File: src/decimal_text_to_integer_parser_core_macros.svh
// Assertion macros used by the parser top level.
`ifndef DECIMAL_TEXT_TO_INTEGER_PARSER_CORE_MACROS_SVH
`define DECIMAL_TEXT_TO_INTEGER_PARSER_CORE_MACROS_SVH

// Same-cycle implication, disabled while reset is asserted.
`define DTIP_ASSERT_IMPL(label, clk, rst_n, ante, cons, msg) \
  label: assert property (@(posedge clk) disable iff (!(rst_n)) (ante) |-> (cons)) \
    else $error(msg);

// Next-cycle implication, disabled while reset is asserted.
`define DTIP_ASSERT_NEXT(label, clk, rst_n, ante, cons, msg) \
  label: assert property (@(posedge clk) disable iff (!(rst_n)) (ante) |=> (cons)) \
    else $error(msg);

`endif

File: src/dtip_pkg.sv
// Shared types and constants for the decimal text parser.
package dtip_pkg;

  localparam int unsigned MagW   = 64;
  localparam int unsigned PhaseW = 3;

  // parse phases
  localparam logic [PhaseW-1:0] PH_LEAD   = 3'd0;
  localparam logic [PhaseW-1:0] PH_SIGN   = 3'd1;
  localparam logic [PhaseW-1:0] PH_DIGITS = 3'd2;
  localparam logic [PhaseW-1:0] PH_TRAIL  = 3'd3;
  localparam logic [PhaseW-1:0] PH_FAIL   = 3'd4;

  localparam logic [MagW-1:0] LIMIT32 = 64'h0000_0000_7FFF_FFFF;
  localparam logic [MagW-1:0] LIMIT64 = 64'h7FFF_FFFF_FFFF_FFFF;

  localparam logic [7:0] CH_MINUS = 8'h2D;
  localparam logic [7:0] CH_ZERO  = 8'h30;
  localparam logic [7:0] CH_NINE  = 8'h39;
  localparam logic [7:0] CH_SPACE = 8'h20;
  localparam logic [7:0] CH_TAB   = 8'h09;
  localparam logic [7:0] CH_CR    = 8'h0D;

  typedef struct packed {
    logic [7:0] ch;
    logic       has_char;
    logic       last;
  } item_t;

  typedef struct packed {
    logic [PhaseW-1:0] phase;
    logic              negative;
    logic [MagW-1:0]   magnitude;
  } state_t;

  typedef struct packed {
    logic [MagW-1:0] value;
    logic            ok;
  } result_t;

endpackage

File: src/decimal_text_to_integer_parser_core.sv
// Decimal text parser top level: parses one signed decimal integer per string of characters.
//
// Input channel: one text byte per transfer on ch_i, with has_char_i (0 only for an
// item that carries no character) and last_i marking the final item of a string.
// Output channel: one transfer per string, issued for the item marked last, with
// value_o (signed, sign-extended in 32-bit mode, 0 on failure) and ok_o.
// cfg_we_i/cfg_wdata_i write width_mode (0: 32-bit range, 1: 64-bit range); write
// only while no string is in flight.
// The last item of a string is held in the input register, then its result is held
// in the result register. Throughput: one item per cycle while no last item waits
// behind a stalled result; the per-item path is a multiply by ten (shift-add), an add
// and a 68-bit range compare feeding back into the parse state.
// Reset: clears the input and result stages, returns the parser to the leading
// whitespace phase and sets width_mode to 1.
// Stall: a held result stays on the output; characters that produce no result keep
// being consumed, and in_stall_o rises only once a last item is waiting behind an
// unaccepted result.
`include "decimal_text_to_integer_parser_core_macros.svh"

module decimal_text_to_integer_parser_core (
  input  logic        clk_i,
  input  logic        rst_ni,
  input  logic        in_valid_i,
  output logic        in_stall_o,
  input  logic [7:0]  ch_i,
  input  logic        has_char_i,
  input  logic        last_i,
  output logic        out_valid_o,
  input  logic        out_stall_i,
  output logic signed [63:0] value_o,
  output logic        ok_o,
  input  logic        cfg_we_i,
  input  logic        cfg_wdata_i
);

  logic               width_mode_q;
  logic               item_valid;
  dtip_pkg::item_t    item;
  logic               advance;
  dtip_pkg::state_t   state_q, state_d;
  dtip_pkg::result_t  result;
  logic               out_valid_q, out_valid_d;
  dtip_pkg::result_t  out_q;

  // a last item may only move on when the result register is free or draining
  assign advance = item_valid && (!item.last || !out_valid_q || !out_stall_i);

  dtip_in_stage u_in_stage (
    .clk_i        (clk_i),
    .rst_ni       (rst_ni),
    .in_valid_i   (in_valid_i),
    .ch_i         (ch_i),
    .has_char_i   (has_char_i),
    .last_i       (last_i),
    .advance_i    (advance),
    .in_stall_o   (in_stall_o),
    .item_valid_o (item_valid),
    .item_o       (item)
  );

  dtip_step u_step (
    .width_mode_i (width_mode_q),
    .state_i      (state_q),
    .item_i       (item),
    .state_o      (state_d),
    .result_o     (result)
  );

  always_ff @(posedge clk_i or negedge rst_ni) begin
    if (!rst_ni) begin
      width_mode_q <= 1'b1;
    end else if (cfg_we_i) begin
      width_mode_q <= cfg_wdata_i;
    end
  end

  always_ff @(posedge clk_i or negedge rst_ni) begin
    if (!rst_ni) begin
      state_q.phase     <= dtip_pkg::PH_LEAD;
      state_q.negative  <= 1'b0;
      state_q.magnitude <= '0;
    end else if (advance) begin
      state_q <= state_d;
    end
  end

  always_comb begin
    out_valid_d = out_valid_q;
    if (advance && item.last) begin
      out_valid_d = 1'b1;
    end else if (out_valid_q && !out_stall_i) begin
      out_valid_d = 1'b0;
    end
  end

  always_ff @(posedge clk_i or negedge rst_ni) begin
    if (!rst_ni) begin
      out_valid_q <= 1'b0;
    end else begin
      out_valid_q <= out_valid_d;
    end
  end

  always_ff @(posedge clk_i) begin
    if (advance && item.last) begin
      out_q <= result;
    end
  end

  assign out_valid_o = out_valid_q;
  assign value_o     = signed'(out_q.value);
  assign ok_o        = out_q.ok;

  `DTIP_ASSERT_IMPL(a_fail_zero, clk_i, rst_ni, out_valid_o && !ok_o, value_o == 64'sd0, "failed parse must report zero")
  `DTIP_ASSERT_IMPL(a_stall_holds_item, clk_i, rst_ni, in_stall_o, item_valid && item.last && out_valid_q && out_stall_i, "stall without a blocked last item")
  `DTIP_ASSERT_NEXT(a_clear_after_last, clk_i, rst_ni, advance && item.last, state_q.phase == dtip_pkg::PH_LEAD && !state_q.negative && state_q.magnitude == '0, "state not cleared after string end")
  `DTIP_ASSERT_NEXT(a_result_loaded, clk_i, rst_ni, advance && item.last, out_valid_q, "result register not loaded on string end")

endmodule

File: src/dtip_in_stage.sv
// Input register stage: holds one accepted character until the parser consumes it.
module dtip_in_stage (
  input  logic               clk_i,
  input  logic               rst_ni,
  input  logic               in_valid_i,
  input  logic [7:0]         ch_i,
  input  logic               has_char_i,
  input  logic               last_i,
  input  logic               advance_i,
  output logic               in_stall_o,
  output logic               item_valid_o,
  output dtip_pkg::item_t    item_o
);

  logic            valid_q, valid_d;
  logic            load;
  dtip_pkg::item_t item_q;

  assign in_stall_o = valid_q && !advance_i;
  assign load       = in_valid_i && !in_stall_o;

  always_comb begin
    valid_d = valid_q;
    if (load) begin
      valid_d = 1'b1;
    end else if (advance_i) begin
      valid_d = 1'b0;
    end
  end

  always_ff @(posedge clk_i or negedge rst_ni) begin
    if (!rst_ni) begin
      valid_q <= 1'b0;
    end else begin
      valid_q <= valid_d;
    end
  end

  always_ff @(posedge clk_i) begin
    if (load) begin
      item_q.ch       <= ch_i;
      item_q.has_char <= has_char_i;
      item_q.last     <= last_i;
    end
  end

  assign item_valid_o = valid_q;
  assign item_o       = item_q;

endmodule

File: src/dtip_step.sv
// Per-character parse step: phase update, digit accumulate with range check, final report.
module dtip_step (
  input  logic               width_mode_i,
  input  dtip_pkg::state_t   state_i,
  input  dtip_pkg::item_t    item_i,
  output dtip_pkg::state_t   state_o,
  output dtip_pkg::result_t  result_o
);

  logic [dtip_pkg::MagW-1:0] lim_base;
  logic [dtip_pkg::MagW-1:0] lim_cur;
  logic [dtip_pkg::MagW-1:0] lim_end;
  logic [dtip_pkg::MagW+3:0] prod;
  logic [3:0]                digit;
  logic                      is_space;
  logic                      is_digit;
  logic                      digit_ovf;
  logic                      good;
  dtip_pkg::state_t          nxt;

  always_comb begin
    lim_base = width_mode_i ? dtip_pkg::LIMIT64 : dtip_pkg::LIMIT32;
    lim_cur  = lim_base + {63'd0, state_i.negative};
    is_space = (item_i.ch == dtip_pkg::CH_SPACE) ||
               (item_i.ch >= dtip_pkg::CH_TAB && item_i.ch <= dtip_pkg::CH_CR);
    is_digit = (item_i.ch >= dtip_pkg::CH_ZERO) && (item_i.ch <= dtip_pkg::CH_NINE);
    digit    = 4'(item_i.ch - dtip_pkg::CH_ZERO);
    // m*10 + d, kept wide so the compare sees any overflow past 64 bits
    prod      = {1'b0, state_i.magnitude, 3'b000} + {3'b000, state_i.magnitude, 1'b0} +
                {64'd0, digit};
    digit_ovf = prod > {4'd0, lim_cur};

    nxt = state_i;
    if (item_i.has_char) begin
      case (state_i.phase)
        dtip_pkg::PH_LEAD: begin
          if (is_space) begin
            nxt.phase = dtip_pkg::PH_LEAD;
          end else if (item_i.ch == dtip_pkg::CH_MINUS) begin
            nxt.negative = 1'b1;
            nxt.phase    = dtip_pkg::PH_SIGN;
          end else if (is_digit) begin
            if (digit_ovf) begin
              nxt.phase = dtip_pkg::PH_FAIL;
            end else begin
              nxt.magnitude = prod[dtip_pkg::MagW-1:0];
              nxt.phase     = dtip_pkg::PH_DIGITS;
            end
          end else begin
            nxt.phase = dtip_pkg::PH_FAIL;
          end
        end
        dtip_pkg::PH_SIGN, dtip_pkg::PH_DIGITS: begin
          if (is_digit) begin
            if (digit_ovf) begin
              nxt.phase = dtip_pkg::PH_FAIL;
            end else begin
              nxt.magnitude = prod[dtip_pkg::MagW-1:0];
              nxt.phase     = dtip_pkg::PH_DIGITS;
            end
          end else if (is_space && state_i.phase == dtip_pkg::PH_DIGITS) begin
            nxt.phase = dtip_pkg::PH_TRAIL;
          end else begin
            nxt.phase = dtip_pkg::PH_FAIL;
          end
        end
        dtip_pkg::PH_TRAIL: begin
          if (!is_space) begin
            nxt.phase = dtip_pkg::PH_FAIL;
          end
        end
        default: begin
          nxt.phase = dtip_pkg::PH_FAIL;
        end
      endcase
    end

    // range is checked again at the end against the width then in force
    lim_end = lim_base + {63'd0, nxt.negative};
    good    = (nxt.phase == dtip_pkg::PH_DIGITS || nxt.phase == dtip_pkg::PH_TRAIL) &&
              (nxt.magnitude <= lim_end);
    result_o.ok    = good;
    result_o.value = !good ? '0 :
                     (nxt.negative ? (64'd0 - nxt.magnitude) : nxt.magnitude);

    state_o = nxt;
    if (item_i.last) begin
      state_o.phase     = dtip_pkg::PH_LEAD;
      state_o.negative  = 1'b0;
      state_o.magnitude = '0;
    end
  end

endmodule

File: config.mk
export PLATFORM = sky130hd
export DESIGN_NAME = decimal_text_to_integer_parser_core
export DESIGN_NICKNAME = d
export VERILOG_FILES = /design/src/dtip_pkg.sv /design/src/decimal_text_to_integer_parser_core.sv /design/src/dtip_in_stage.sv /design/src/dtip_step.sv
export VERILOG_INCLUDE_DIRS = /design/src /design/src/src
export SDC_FILE = /design/constraint.sdc
export NUM_CORES = 1
export LEC_CHECK = 0
export ABC_CLOCK_PERIOD_IN_PS = 26200
export BUFFER_PORTS_ARGS = -buffer_cell sky130_fd_sc_hd__buf_2
export CAP_MARGIN = 20
export CORE_ASPECT_RATIO = 0.6
export CORE_UTILIZATION = 60
export DETAILED_ROUTE_END_ITERATION = 8
export PLACE_DENSITY = 0.75
export RECOVER_POWER = 25
export SYNTH_ARGS = -nofsm -noshare
export SYNTH_HDL_FRONTEND = slang
export SYNTH_SLANG_ARGS = --single-unit
File: constraint.sdc
create_clock -name clk_i -period 26.2 [get_ports clk_i]
set_input_delay 5.24 -clock clk_i [delete_from_list [all_inputs] [get_ports clk_i]]
set_output_delay 5.24 -clock clk_i [all_outputs]
set_load 0.02 [all_outputs]
==> results.md <==
* Status: complete, but fails checks
* Failing checks: max-capacitance violations, max-slew violations
* WHS Endpoint: out_valid_o
* Mapped Cells at 1911
* Hold Vio Cnt, Final at 0
* Critical Path Slowest Stage Cell: a2111oi_0
* Peak per-stage delay on the critical path at 0.98 ns
* IO Pins at 83
* Post-synth top area cell: ha_1
* Maxcap violations at 1
* Pwr dens at 34.2 nW/um^2
* CP endpoint kind: register
* DP HPWL at 42.4 mm
* Yosys warning count at 0
* Largest net degree at the start of global routing at 75
* Critical path class: reg2reg
* Crit-path leading delay family: simple AND/OR/NAND/NOR gates
* Yosys reg bits at 146
* Post-CTS resize count at 0
* Clock Pin Slew Worst Setup and Hold Paths at 0.07 ns
* Hold Crit Start: out_valid_o
* Combinational fraction of design power at 0.143
* Seq/Total Area, Yosys at 0.252
* Die W at 213 um
* Hold-fix buffers at CTS at 0
* Reg-to-Reg Start: state_q[47]
* Final worst-path cycle share at 0.439
* Initial DRC count at 2160
* CP most frequent cell: ha_1
* Worst slack at placement at 15.22 ns
* Total wire length at 54.8 mm
* VDD IR max at 0.0000500 V
* Buffers on Ports at 82
* Mapped Area at 16000 um^2
* DRC viols at 0
* Prevailing post-synth register cell: edfxtp_1
* Lkg Pwr at 8.54 nW
* Die Area at 27300 um^2
* Multi-input logic area at 11300 um^2
* Clock Sinks at 146
* Sw frac at 0.296
* Max-slew violations at 66
* Row cnt at 45
* Crit path depth at 35
* Mean instance size in the synthesized netlist at 8.37 um^2
* Final Skew at 0.0159 ns
* Int Pwr at 0.417 mW
* Placed cell area at 16700 um^2
* Root buffer cell: clkbuf_16
* Max_slew headroom at -1.63
* Max Clock Freq at 86.9 MHz
* Fill count at 2166
* Global placement routability congestion at 1.02
* Initial antenna violation count at 0
* Routed vias/inst at 6.84
* Worst skew pair latency at 0.45 ns
* EDFF count, synth at 75
* Worst setup SP type: register
* GRT Overall Usage at 0.405
* CP arrival at 11.68 ns
* Cell variety after synth at 96
* Final setup fails at 0
* Seq pwr share at 0.428
* Starting Density at 0.622
* Worst path required time at 26.37 ns
* Final cell count without fillers at 2324
* Worst R2R Path Depth at 35
* GRT overflow at 0
* Vias at 15.9k
* Hold depth at 2
* Worst slew pin tran at 3.94 ns
* Layout cell share with drive strength beyond 1 at 0.0938
* Critical R2R Capture: value_o[17]
* Seq. cell area at 4030 um^2
* Routed length per instance at 23.6 um
* Critical path buffer and inverter count at 3
* Placed Cells at 2290
* CTS tree: done
* Area grow syn2layout at 8.32%
* Minimum clock period at 11.51 ns
* Die height at 128 um
* Final worst-path setup slack at 14.69 ns
* FF-to-FF setup slack at 14.69 ns
* HP Class: reg2reg
* Largest cells by area after synthesis: ha_1 20%, edfxtp_1 14%, dfrtp_1 11%
* Area share of the largest cell type after synthesis at 0.203
* Design area at 17300 um^2
* Top cells by count, synth: 259 x ha_1, 201 x nand2_1, 175 x nor2_1, 163 x a21oi_1, 125 x o21ai_0
* Post CTS Setup Buffer Count at 0
* Core box area at 25700 um^2
* H-tree levels at 4
* Number of diodes at 0
* Longest Clk Path Bufs at 2
* Synth Net Count at 2188
* Vias in the first global route at 14.1k
* Total Negative Setup Slacks at 0 ns
* Most common cell in the netlist: ha_1
* Worst-path maximum fanout at 58
* Asr flop ratio synth at 0.486
* Drt first pass iters at 6
* Worst setup path start: state_q[47]
* Clock share of power at 0.429
* First-pass GRT wire length at 83.2 mm
* TritonCTS Buffers at 17
* Antenna viol nets, final at 0
* Nets at 2236
* RSZ-0062 raised after global routing: false
* P_sw at 0.175 mW
==> area by class of cell <==
cell class,instances,share of cell area
tap,352,0.0254
inverter,86,0.0186
clock inverter,13,0.00852
timing repair buffer,105,0.0344
sequential,146,0.233
multi-input combinational,1603,0.655
clock buffer,19,0.0256
==> power by group through the flow <==
| stage | logic (mW) | clock network, mW | registers (mW) |
|---|---|---|---|
| detailed placement | 0.0812 | 0 | 0.258 |
| CTS | 0.0817 | 0.254 | 0.253 |
| finish | 0.0847 | 0.254 | 0.254 |
| floorplan | 0.0484 | 0 | 0.261 |
| global placement | 0.0787 | 0 | 0.258 |
| global route | 0.0906 | 0.262 | 0.254 |
==> cell usage in the layout (no fill, tap or decap), drive strengths merged, types with 14 or more instances in the layout <==
master	instances
a211oi	19
o21a	16
mux2i	23
o31ai	26
nor3	51
o21bai	14
nor2	175
inv	92
a21oi	164
ha	259
xor2	46
a21o	45
nand3	27
nand4	58
nor4	21
o21ai	134
or3	17
xnor2	65
clkbuf	23
dfrtp	70
nand2	201
a22o	36
or4	15
nor2b	14
edfxtp	75
buf	101
==> flip-flops by register name, summed over array words and instances, names as in the netlist <==
register                 count
u_in_stage.item_valid_o      1
out_valid_o                  1
state_q                     68
ok_o                         1
value_o                     64
width_mode_q                 1
u_in_stage.item_o           10
==> metal layers <==
| metal | track usage | wire, um |
|---|---|---|
| met5 | 0 | 0 |
| met4 | 0.0868 | 892 |
| met3 | 0.135 | 8620 |
| met2 | 0.503 | 20000 |
| met1 | 0.651 | 25300 |
==> cell families (layout without fill, tap and decap cells) <==
logic type,after synthesis,after routing,synth area share
muxes,30,30,0.0193
DFF,146,146,0.252
buffers and inverters,162,223,0.0402
xor gates and xnor gates,111,111,0.0608
AOI/OAI and AO/OA,551,551,0.224
and+or+nand+nor,650,650,0.199
adders and majority gates,261,261,0.205
==> how the worst max path moves through the flow <==
stage,to
after detailed placement,value_o[17]
after CTS,value_o[17]
after global placement,in_stall_o
after floorplan,in_stall_o
after global routing,value_o[17]
final,value_o[17]
==> worst register-to-register path: cells and delay by family (launching register included) <==
kind / cells / cell delay, ns
adder cells (fa/ha/maj): 4 / 1.44
AND/OR/NAND/NOR: 15 / 3.68
XOR/XNOR: 1 / 0.46
AO/OA/AOI/OAI: 11 / 3.13
buffers and inverters: 3 / 1.23
flip-flops: 1 / 0.60
multiplexers: 1 / 0.68
==> metrics by stage <==
step                 util  hold slack [ns]  power (mW)
global placement    0.649            0.530       0.336
global route        0.673            0.591       0.607
finish              0.673            0.571       0.592
CTS                 0.672            0.560       0.589
detailed placement  0.649            0.543       0.339
floorplan               -            0.494       0.310
(Power assumes the default switching activity.)
